===== config.mk =====
export PLATFORM = sky130hd
export DESIGN_NAME = rgb_to_hsv_8bit
export DESIGN_NICKNAME = d
export VERILOG_FILES = /design/src/rtl/rgbhsv_pkg.sv /design/src/rtl/rgbhsv_front.sv /design/src/rtl/rgbhsv_div.sv /design/src/rtl/rgbhsv_back.sv /design/src/rtl/rgb_to_hsv_8bit.sv
export SDC_FILE = /design/constraint.sdc
export NUM_CORES = 1
export LEC_CHECK = 0
export BUFFER_PORTS_ARGS = -buffer_cell sky130_fd_sc_hd__clkbuf_2
export CAP_MARGIN = 5
export CORE_UTILIZATION = 45
export CTS_CLUSTER_DIAMETER = 150
export CTS_CLUSTER_SIZE = 28
export DETAILED_ROUTE_END_ITERATION = 10
export HOLD_SLACK_MARGIN = 0.06
export REMOVE_ABC_BUFFERS = 1
export SKIP_CTS_REPAIR_TIMING = 1
export SLEW_MARGIN = 20
export SYNTH_ARGS = -nofsm -noshare
export SYNTH_HDL_FRONTEND = slang
export SYNTH_SLANG_ARGS = --single-unit

===== constraint.sdc =====
create_clock -name clk -period 27.3 [get_ports clk]
set_clock_uncertainty 0.1 [all_clocks]
set_input_delay 4.095 -clock clk [delete_from_list [all_inputs] [get_ports clk]]
set_output_delay 4.095 -clock clk [all_outputs]
set_load 0.01 [all_outputs]

===== src/rtl/rgbhsv_pkg.sv =====
`default_nettype none

package rgbhsv_pkg;

	// Field and datapath widths
	localparam int CH_W      = 8;
	localparam int SAT_NUM_W = 16;   // 255 * spread
	localparam int HUE_NUM_W = 14;   // 43 * |diff|
	localparam int QUO_W     = 8;
	localparam int QIDX_W    = 3;
	localparam int DIV_STEPS = QUO_W;

	// Scale factors and hue sector offsets
	localparam logic [CH_W-1:0] SAT_SCALE  = 8'd255;
	localparam logic [5:0]      HUE_SCALE  = 6'd43;
	localparam logic [CH_W-1:0] OFF_RED    = 8'd0;
	localparam logic [CH_W-1:0] OFF_GREEN  = 8'd85;
	localparam logic [CH_W-1:0] OFF_BLUE   = 8'd171;

	// Hue sector codes
	localparam logic [1:0] SEC_RED   = 2'd0;
	localparam logic [1:0] SEC_GREEN = 2'd1;
	localparam logic [1:0] SEC_BLUE  = 2'd2;

	// One item in flight through the two divider lanes
	typedef struct packed {
		logic [SAT_NUM_W-1:0] sat_rem;
		logic [CH_W-1:0]      sat_den;
		logic [QUO_W-1:0]     sat_quo;
		logic [HUE_NUM_W-1:0] hue_rem;
		logic [CH_W-1:0]      hue_den;
		logic [QUO_W-1:0]     hue_quo;
		logic                 neg;
		logic [1:0]           sector;
		logic [CH_W-1:0]      bright;
	} div_lane_t;

	// One restoring step on both lanes: resolve quotient bit bitpos
	function automatic div_lane_t div_step(div_lane_t l, logic [QIDX_W-1:0] bitpos);
		logic [SAT_NUM_W-1:0] sd;
		logic [HUE_NUM_W:0]   hd;
		div_lane_t            n;
		n  = l;
		sd = {{(SAT_NUM_W-CH_W){1'b0}}, l.sat_den} << bitpos;
		hd = {{(HUE_NUM_W+1-CH_W){1'b0}}, l.hue_den} << bitpos;
		if (l.sat_rem >= sd) begin
			n.sat_rem         = l.sat_rem - sd;
			n.sat_quo[bitpos] = 1'b1;
		end
		if ({1'b0, l.hue_rem} >= hd) begin
			n.hue_rem         = HUE_NUM_W'({1'b0, l.hue_rem} - hd);
			n.hue_quo[bitpos] = 1'b1;
		end
		return n;
	endfunction

endpackage

`default_nettype wire


===== src/rtl/rgbhsv_front.sv =====
`default_nettype none

module rgbhsv_front
	import rgbhsv_pkg::*;
(
	input  wire logic            clk,
	input  wire logic            arst_n,
	input  wire logic            adv,
	input  wire logic            pix_valid,
	input  wire logic [CH_W-1:0] red,
	input  wire logic [CH_W-1:0] green,
	input  wire logic [CH_W-1:0] blue,
	output logic                 lane_valid,
	output div_lane_t            lane
);

	logic [CH_W-1:0] mx, mn;
	logic [1:0]      sector;
	logic signed [CH_W:0] diff;

	logic                 valid_s1;
	logic [CH_W-1:0]      bright_s1;
	logic [CH_W-1:0]      low_s1;
	logic [1:0]           sector_s1;
	logic signed [CH_W:0] diff_s1;

	logic [CH_W-1:0]      spread;
	logic [CH_W-1:0]      mag;

	logic                 valid_s2;
	div_lane_t            lane_s2;

	// Find max, min, hue sector and channel difference; red wins ties, then green
	always_comb begin
		mx = (red > green) ? red : green;
		if (blue > mx) mx = blue;
		mn = (red < green) ? red : green;
		if (blue < mn) mn = blue;
		if (mx == red) begin
			sector = SEC_RED;
			diff   = $signed({1'b0, green}) - $signed({1'b0, blue});
		end else if (mx == green) begin
			sector = SEC_GREEN;
			diff   = $signed({1'b0, blue}) - $signed({1'b0, red});
		end else begin
			sector = SEC_BLUE;
			diff   = $signed({1'b0, red}) - $signed({1'b0, green});
		end
	end

	always_ff @(posedge clk or negedge arst_n) begin
		if (!arst_n) begin
			valid_s1 <= 1'b0;
		end else if (adv) begin
			valid_s1 <= pix_valid;
		end
	end

	always_ff @(posedge clk) begin
		if (adv) begin
			bright_s1 <= mx;
			low_s1    <= mn;
			sector_s1 <= sector;
			diff_s1   <= diff;
		end
	end

	// Form both dividends and divisors
	always_comb begin
		spread = bright_s1 - low_s1;
		mag    = diff_s1[CH_W] ? CH_W'(-diff_s1) : diff_s1[CH_W-1:0];
	end

	always_ff @(posedge clk or negedge arst_n) begin
		if (!arst_n) begin
			valid_s2 <= 1'b0;
		end else if (adv) begin
			valid_s2 <= valid_s1;
		end
	end

	always_ff @(posedge clk) begin
		if (adv) begin
			lane_s2.sat_rem <= {spread, {CH_W{1'b0}}} - {{CH_W{1'b0}}, spread};
			lane_s2.sat_den <= bright_s1;
			lane_s2.sat_quo <= '0;
			lane_s2.hue_rem <= {{(HUE_NUM_W-CH_W){1'b0}}, mag}
			                   * {{(HUE_NUM_W-6){1'b0}}, HUE_SCALE};
			lane_s2.hue_den <= spread;
			lane_s2.hue_quo <= '0;
			lane_s2.neg     <= diff_s1[CH_W];
			lane_s2.sector  <= sector_s1;
			lane_s2.bright  <= bright_s1;
		end
	end

	assign lane_valid = valid_s2;
	assign lane       = lane_s2;

endmodule

`default_nettype wire


===== src/rtl/rgbhsv_div.sv =====
`default_nettype none

module rgbhsv_div
	import rgbhsv_pkg::*;
(
	input  wire logic      clk,
	input  wire logic      arst_n,
	input  wire logic      adv,
	input  wire logic      in_valid,
	input  wire div_lane_t in_lane,
	output logic           out_valid,
	output div_lane_t      out_lane
);

	div_lane_t lane_s  [DIV_STEPS];
	logic      vld_s   [DIV_STEPS];
	div_lane_t stage_in[DIV_STEPS];
	logic      vin     [DIV_STEPS];

	// One quotient bit per stage, most significant first
	for (genvar k = 0; k < DIV_STEPS; k++) begin : g_step
		if (k == 0) begin : g_first
			assign stage_in[k] = in_lane;
			assign vin[k]      = in_valid;
		end else begin : g_next
			assign stage_in[k] = lane_s[k-1];
			assign vin[k]      = vld_s[k-1];
		end

		always_ff @(posedge clk or negedge arst_n) begin
			if (!arst_n) begin
				vld_s[k] <= 1'b0;
			end else if (adv) begin
				vld_s[k] <= vin[k];
			end
		end

		always_ff @(posedge clk) begin
			if (adv) begin
				lane_s[k] <= div_step(stage_in[k], QIDX_W'(DIV_STEPS - 1 - k));
			end
		end
	end

	assign out_valid = vld_s[DIV_STEPS-1];
	assign out_lane  = lane_s[DIV_STEPS-1];

endmodule

`default_nettype wire


===== src/rtl/rgbhsv_back.sv =====
`default_nettype none

module rgbhsv_back
	import rgbhsv_pkg::*;
(
	input  wire logic      clk,
	input  wire logic      arst_n,
	input  wire logic      adv,
	input  wire logic      in_valid,
	input  wire div_lane_t in_lane,
	output logic           hsv_valid,
	output logic [CH_W-1:0] hue,
	output logic [CH_W-1:0] saturation,
	output logic [CH_W-1:0] brightness
);

	logic [CH_W-1:0] sat;
	logic [CH_W-1:0] part;
	logic [CH_W-1:0] offset;
	logic [CH_W-1:0] hue_d;

	logic            valid_q;
	logic [CH_W-1:0] hue_q;
	logic [CH_W-1:0] sat_q;
	logic [CH_W-1:0] bright_q;

	// Force black and grey pixels, add the sector offset with wrap
	always_comb begin
		sat  = (in_lane.bright == '0) ? '0 : in_lane.sat_quo;
		part = in_lane.neg ? CH_W'(-in_lane.hue_quo) : in_lane.hue_quo;
		unique case (in_lane.sector)
			SEC_RED:   offset = OFF_RED;
			SEC_GREEN: offset = OFF_GREEN;
			default:   offset = OFF_BLUE;
		endcase
		hue_d = (sat == '0) ? '0 : offset + part;
	end

	always_ff @(posedge clk or negedge arst_n) begin
		if (!arst_n) begin
			valid_q <= 1'b0;
		end else if (adv) begin
			valid_q <= in_valid;
		end
	end

	always_ff @(posedge clk) begin
		if (adv) begin
			hue_q    <= hue_d;
			sat_q    <= sat;
			bright_q <= in_lane.bright;
		end
	end

	assign hsv_valid  = valid_q;
	assign hue        = hue_q;
	assign saturation = sat_q;
	assign brightness = bright_q;

endmodule

`default_nettype wire


===== src/rtl/rgb_to_hsv_8bit.sv =====
// Integer RGB to HSV conversion for 8-bit pixels. One pixel enters per clock and
// one result leaves per clock, sustained while hsv_stall stays low; each pixel
// passes through two front stages (max/min and dividend forming), eight stages
// of a restoring divider that resolves one quotient bit per stage for saturation
// and hue side by side, and the output register. The pipeline advances as a whole:
// pix_stall rises only while a result sits in the output register with
// hsv_stall high, and then every stage holds its item.
`default_nettype none

module rgb_to_hsv_8bit
	import rgbhsv_pkg::*;
(
	input  wire logic            clk,
	input  wire logic            arst_n,
	input  wire logic            pix_valid,
	output logic                 pix_stall,
	input  wire logic [CH_W-1:0] red,
	input  wire logic [CH_W-1:0] green,
	input  wire logic [CH_W-1:0] blue,
	output logic                 hsv_valid,
	input  wire logic            hsv_stall,
	output logic [CH_W-1:0]      hue,
	output logic [CH_W-1:0]      saturation,
	output logic [CH_W-1:0]      brightness
);

	logic      adv;
	logic      front_valid;
	div_lane_t front_lane;
	logic      div_valid;
	div_lane_t div_lane;

	// Advance when the output register is empty or being taken
	assign adv       = !hsv_valid || !hsv_stall;
	assign pix_stall = !adv;

	rgbhsv_front u_front (
		.clk       (clk),
		.arst_n    (arst_n),
		.adv       (adv),
		.pix_valid (pix_valid),
		.red       (red),
		.green     (green),
		.blue      (blue),
		.lane_valid(front_valid),
		.lane      (front_lane)
	);

	rgbhsv_div u_div (
		.clk      (clk),
		.arst_n   (arst_n),
		.adv      (adv),
		.in_valid (front_valid),
		.in_lane  (front_lane),
		.out_valid(div_valid),
		.out_lane (div_lane)
	);

	rgbhsv_back u_back (
		.clk       (clk),
		.arst_n    (arst_n),
		.adv       (adv),
		.in_valid  (div_valid),
		.in_lane   (div_lane),
		.hsv_valid (hsv_valid),
		.hue       (hue),
		.saturation(saturation),
		.brightness(brightness)
	);

	// Black pixel gives zero hue and saturation
	a_black: assert property (@(posedge clk) disable iff (!arst_n)
		hsv_valid && (brightness == '0) |-> (hue == '0) && (saturation == '0))
		else $error("black pixel with nonzero hue or saturation");

	// Grey pixel gives zero hue
	a_grey: assert property (@(posedge clk) disable iff (!arst_n)
		hsv_valid && (saturation == '0) |-> (hue == '0))
		else $error("grey pixel with nonzero hue");

	// Upstream is held only by a waiting result
	a_hold: assert property (@(posedge clk) disable iff (!arst_n)
		pix_stall |-> hsv_valid && hsv_stall)
		else $error("input stalled without a pending result");

endmodule

`default_nettype wire


Word-level counts from Yosys, hierarchy flattened
Memories as Yosys holds them, arrays and structs flattened.
Cells that the tools add are included.
- input port bits: 28
- bits in registers: 111
- bits in writable memories: 584
- output and inout port bits: 26
- word-level logic and storage cells: 157
- memories kept: 1
- add/sub/neg operators: 24
- $lt $le $gt $ge: 20
- mux-type cells: 77
- multiply operators: 1
- reduce and logical (&&, ||, !) cells: 7
- equality and inequality tests: 3
- memories (name ; depth ; width ; rd ports ; clocked after memory_dff ; write ports ; line ; source):
    u_div.lane_s ; 8 ; 73 ; 8 ; 0 ; 8 ; rgbhsv_div.sv:15 ; div_lane_t lane_s [DIV_STEPS];
- operators with widths (operator ; count):
    $mux W16 ; 16
    $mux W14 ; 16
    $mux W8 ; 7
    $mux W1 ; 34
    $sub A16 B8 Y16 ; 2
    $sub A14 B14 Y14 ; 2
    $sub A8 B8 Y9 ; 3
    $mux W9 ; 2
    $eq A8 B8 Y1 ; 2
    $ge A16 B10 Y1 ; 1
    $ge A16 B11 Y1 ; 1
    $ge A16 B12 Y1 ; 1
    $ge A16 B13 Y1 ; 1
    $ge A16 B14 Y1 ; 1
    $ge A16 B15 Y1 ; 1
    $ge A16 B8 Y1 ; 1
    $ge A16 B9 Y1 ; 1
    $gt A8 B8 Y1 ; 2
    $logic_not A8 Y1 ; 2
    $lt A8 B8 Y1 ; 2
    $neg A8 Y8 ; 2
    $pmux W8 S2 ; 1
    $sub A16 B10 Y16 ; 1
    $sub A16 B11 Y16 ; 1
    other kinds (27) ; 29

Longest topological paths before layout
- word-level depth: 7
- mapped depth: 21
- mapped depth without buffers: 20

Cells and area by module
Synthesis repeated with hierarchy kept, for this count alone.
- cells, all modules: 2732
- area, all modules: 35098.7 µm²
- modules (own cells, without submodules) (module ; instances ; area each (µm²) ; cells an instance ; seq. area each (µm²)):
    rgbhsv_div ; 1 ; 27234.9 ; 1971 ; 17737.0
    rgbhsv_front ; 1 ; 6518.8 ; 647 ; 2302.2
    rgbhsv_back ; 1 ; 1335.0 ; 112 ; 745.7
    rgb_to_hsv_8bit ; 1 ; 10.0 ; 2 ; 0.0

Worst setup path before layout
OpenSTA, ideal clock, no wires.
- path type: input to output
- start point: input port hsv_stall
- end point: output port pix_stall
- buffers on the path: 1
- stages: 3
- setup slack: 3.291 ns
- arrival time: 19.814 ns
- data required time: 23.105 ns
- cells stage by stage: nand2_1 > buf_1 > inv_1
- word-level cells in the longest chain between the ends: 3
- ends and longest elaborated chain (item ; line ; source):
    from (decl) ; rgb_to_hsv_8bit.sv:21 ; input wire logic hsv_stall,
    $logic_not A1 Y1 ; rgb_to_hsv_8bit.sv:34 ; assign adv = !hsv_valid || !hsv_stall;
    $logic_or A1 B1 Y1 ; rgb_to_hsv_8bit.sv:34 ;
    $logic_not A1 Y1 ; rgb_to_hsv_8bit.sv:35 ; assign pix_stall = !adv;
    to (decl) ; rgb_to_hsv_8bit.sv:16 ; output logic pix_stall,
No other way between the ends.

Final worst setup path
Ends and elaborated chain as after synthesis.

==> summary.txt <==
Critical path
  • CP endpoint kind: output port
  • Worst path required time: 23.10 ns
  • CP Class: in2out
  • CP Max Fanout: 47
  • Arr. time, crit path: 5.08 ns
  • Critical path startpoint category: input pin

Synthesis
  • Area fraction in and, or, nand and nor cells after synthesis: 9.16%
  • Multiplexer share of the synthesized area: 3.27%
  • Synth Area in XOR/XNOR: 4.99%
  • Post-Syn Area: 27500 sq um
  • YS warnings: 0
  • Synth Area in Compound Gates: 9.15%
  • Netlist cell types: 80
  • Register area share after synthesis: 57.5%
  • Syn Inst Count: 2190
  • Post-synthesis adder-cell area fraction: 11.9%
  • Fraction of registers with async set/reset: 2.08%
  • Most common flop cell mapped by yosys: edfxtp_1
  • EDFF count, synth: 518
  • Largest family of logic cells by synthesized area: adder cells
  • Avg Cell Area, Syn: 12.6 sq um
  • Synth Register Bits: 529

Timing
  • Worst-Margin Slew: 1.05 ns
  • Slew margin rel.: 30.1%
  • Slew Viols, Final: 0
  • Final hold vios: 0
  • Crit path time final: 9.28 ns
  • Final setup vio count: 0
  • Setup TNS Final: 0 ns
  • RSZ-0062 raised after global routing: no
  • Maximum clock rate: 108 MHz
  • Fin crit share: 34.0%

Global route
  • GRT Util Overall: 16.3%
  • Largest net degree at the start of global routing: 189
  • Initial antenna violation count: 0
  • Vias in the first global route: 16444
  • First-pass GRT wire length: 82000 um
  • Grt ovf: 0

Clocking
  • Clock slew at reported path FFs: 0.10 ns
  • Worst skew pair latency: 0.57 ns
  • Clock tree sinks: 529
  • CTS max path bufs: 3
  • Cts bufs inserted: 22
  • Htree depth: 1
  • CTS root buf: clkbuf_16
  • CTS tree: yes

Route
  • Vias: 15852
  • WL/cell: 16.7 um
  • Vias/cell: 5.23
  • Drt first-iter violations: 862
  • WL final: 50500 um
  • Post-route ant nets: 0
  • DR pass1 iterations: 5
  • DRC viols: 0

Die
  • IO Pins: 54
  • Die Ht: 249 um
  • DIE WIDTH: 249 um
  • Num rows: 90
  • Initial Util: 45.6%
  • Core ar.: 60500 sq um
  • Die area: 62200 sq um

Placement
  • RD Place Congestion: 0.896
  • Port Buffers: 53
  • DP Cell Count: 3007
  • HPWL after detailed placement: 38600 um

Layout
  • Fraction of layout cells with a size suffix above 1: 6.98%
  • Diode count: 0
  • Nets: 2523
  • Fin cells: 3031
  • Fin util: 48.5%
  • Area growth from synthesis to layout: 6.40%

Flow run
  • Maxcap violations: 0

Worst hold path
  • HP Class: reg2reg

Status
  • Status: completed
==> path summary, 6_finish.rpt <==
check	slack, ns	depth (start not counted)	start	to
hold / removal	0.33	0	u_div.lane_s[0][229]$_DFFE_PN_	u_div.lane_s[1][10]$_DFFE_PN_
hold reg to reg	0.33	0	u_div.lane_s[0][229]$_DFFE_PN_	u_div.lane_s[1][10]$_DFFE_PN_
min in group asynchronous	3.28	1	arst_n	u_div.out_valid$_DFFE_PN0N_
setup / recovery	18.02	4	hsv_stall	pix_stall
max in group asynchronous	23.61	1	arst_n	u_div.vin[3]$_DFFE_PN0N_
setup reg to reg	22.27	20	u_front.diff_s1[0]$_DFFE_PN_	u_front.lane[40]$_DFFE_PN_
==> Yosys cell counts, types with 5 or more instances <==
| library cell | n | area share, % |
|---|---|---|
| or4_1 | 5 | 0.14 |
| ha_1 | 218 | 9.9 |
| or2_2 | 7 | 0.16 |
| nand4b_1 | 7 | 0.22 |
| xnor2_1 | 94 | 3.0 |
| fa_1 | 28 | 2.0 |
| o31ai_1 | 23 | 0.63 |
| mux2_2 | 40 | 1.6 |
| a21oi_1 | 135 | 2.5 |
| and3_1 | 6 | 0.14 |
| or3_1 | 11 | 0.25 |
| a21boi_0 | 12 | 0.33 |
| nor2b_1 | 45 | 1.0 |
| a211o_1 | 7 | 0.22 |
| nor4_1 | 26 | 0.59 |
| o221ai_1 | 5 | 0.16 |
| o21a_1 | 11 | 0.30 |
| o21ai_1 | 7 | 0.13 |
| nand3_1 | 16 | 0.29 |
| a31oi_1 | 5 | 0.11 |
| inv_1 | 258 | 3.5 |
| nor3_1 | 20 | 0.36 |
| nand4_1 | 17 | 0.39 |
| a21o_1 | 51 | 1.4 |
| o21ai_0 | 98 | 1.8 |
| buf_2 | 9 | 0.16 |
| nand2_1 | 100 | 1.4 |
| and2_1 | 16 | 0.36 |
| nand2b_1 | 38 | 0.86 |
| nor2_1 | 139 | 1.9 |
| o21bai_1 | 13 | 0.35 |
| edfxtp_1 | 518 | 56 |
| dfrtp_1 | 11 | 1.0 |
| xor2_1 | 63 | 2.0 |
| mux2i_1 | 42 | 1.5 |
| clkbuf_1 | 11 | 0.15 |
==> registers in the layout, summed over array words and instances, names as in the netlist <==
register / flops
u_front.valid_s1: 1
u_back.hsv_valid: 1
u_front.low_s1: 8
u_front.sector_s1: 2
u_div.lane_s: 419
u_front.diff_s1: 9
u_div.vin: 7
u_div.out_valid: 1
u_front.lane: 48
u_back.brightness: 8
u_back.hue: 8
u_front.bright_s1: 8
u_back.saturation: 8
u_front.lane_valid: 1
==> per-layer routing <==
layer	vias up	share of wire, %	track usage [%]
met4	0	2.3	4.48
met5	-	0	0
met3	52	2.1	1.48
met2	174	54	32.4
li1	7996	-	-
met1	7630	41	18.2
==> cell families (layout without fill, tap and decap cells) <==
logic type,Yosys count,after routing
adder cells (fa/ha/maj),246,246
flip-flops,529,529
XOR/XNOR,157,157
multiplexers,84,84
AO/OA/AOI/OAI,406,406
buffers and inverters,284,343
AND/OR/NAND/NOR,484,484
==> critical path, stage by stage <==
cell	delay (ns)
clkbuf_2	0.10
nand2_4	0.51
inv_1	0.18
clkbuf_2	0.18
==> layout make-up <==
class	count	area, sq um
Multi-Input combinational cell	1377	10600
Timing Repair Buffer	61	338
Fill cell	5258	31200
Inverter	258	968
Clock buffer	23	576
Clock inverter	1	5.00
Tap cell	782	978
Sequential cell	529	15800
==> placed cells by master (no fill, tap or decap), types with 20 or more instances in the layout <==
cell and instances:
nor3_1 20, edfxtp_1 518, mux2i_1 42, xor2_1 63, o21ai_0 98, nand2b_1 38, mux2_2 40, clkbuf_16 23
xnor2_1 94, ha_1 218, nor4_1 26, inv_1 258, o31ai_1 23, nor2b_1 44, a21oi_1 135, a21o_1 51
fa_1 28, nor2_1 139, nand2_1 99, clkbuf_2 53
==> stage by stage <==
step                      hold slack, ns  setup slack [ns]  cell area [sq um]
after floorplan                    0.300              6.73              27400
after global placement             0.301             17.89              28700
after detailed placement           0.305             17.82              28700
after CTS                          0.327             17.99              29300
after global routing               0.331             17.91              29300
final                              0.325             18.02              29300
Power is left out: the tool's default activity adds up to more than one toggle a clock period on the data nets, which glitch-free logic cannot reach.
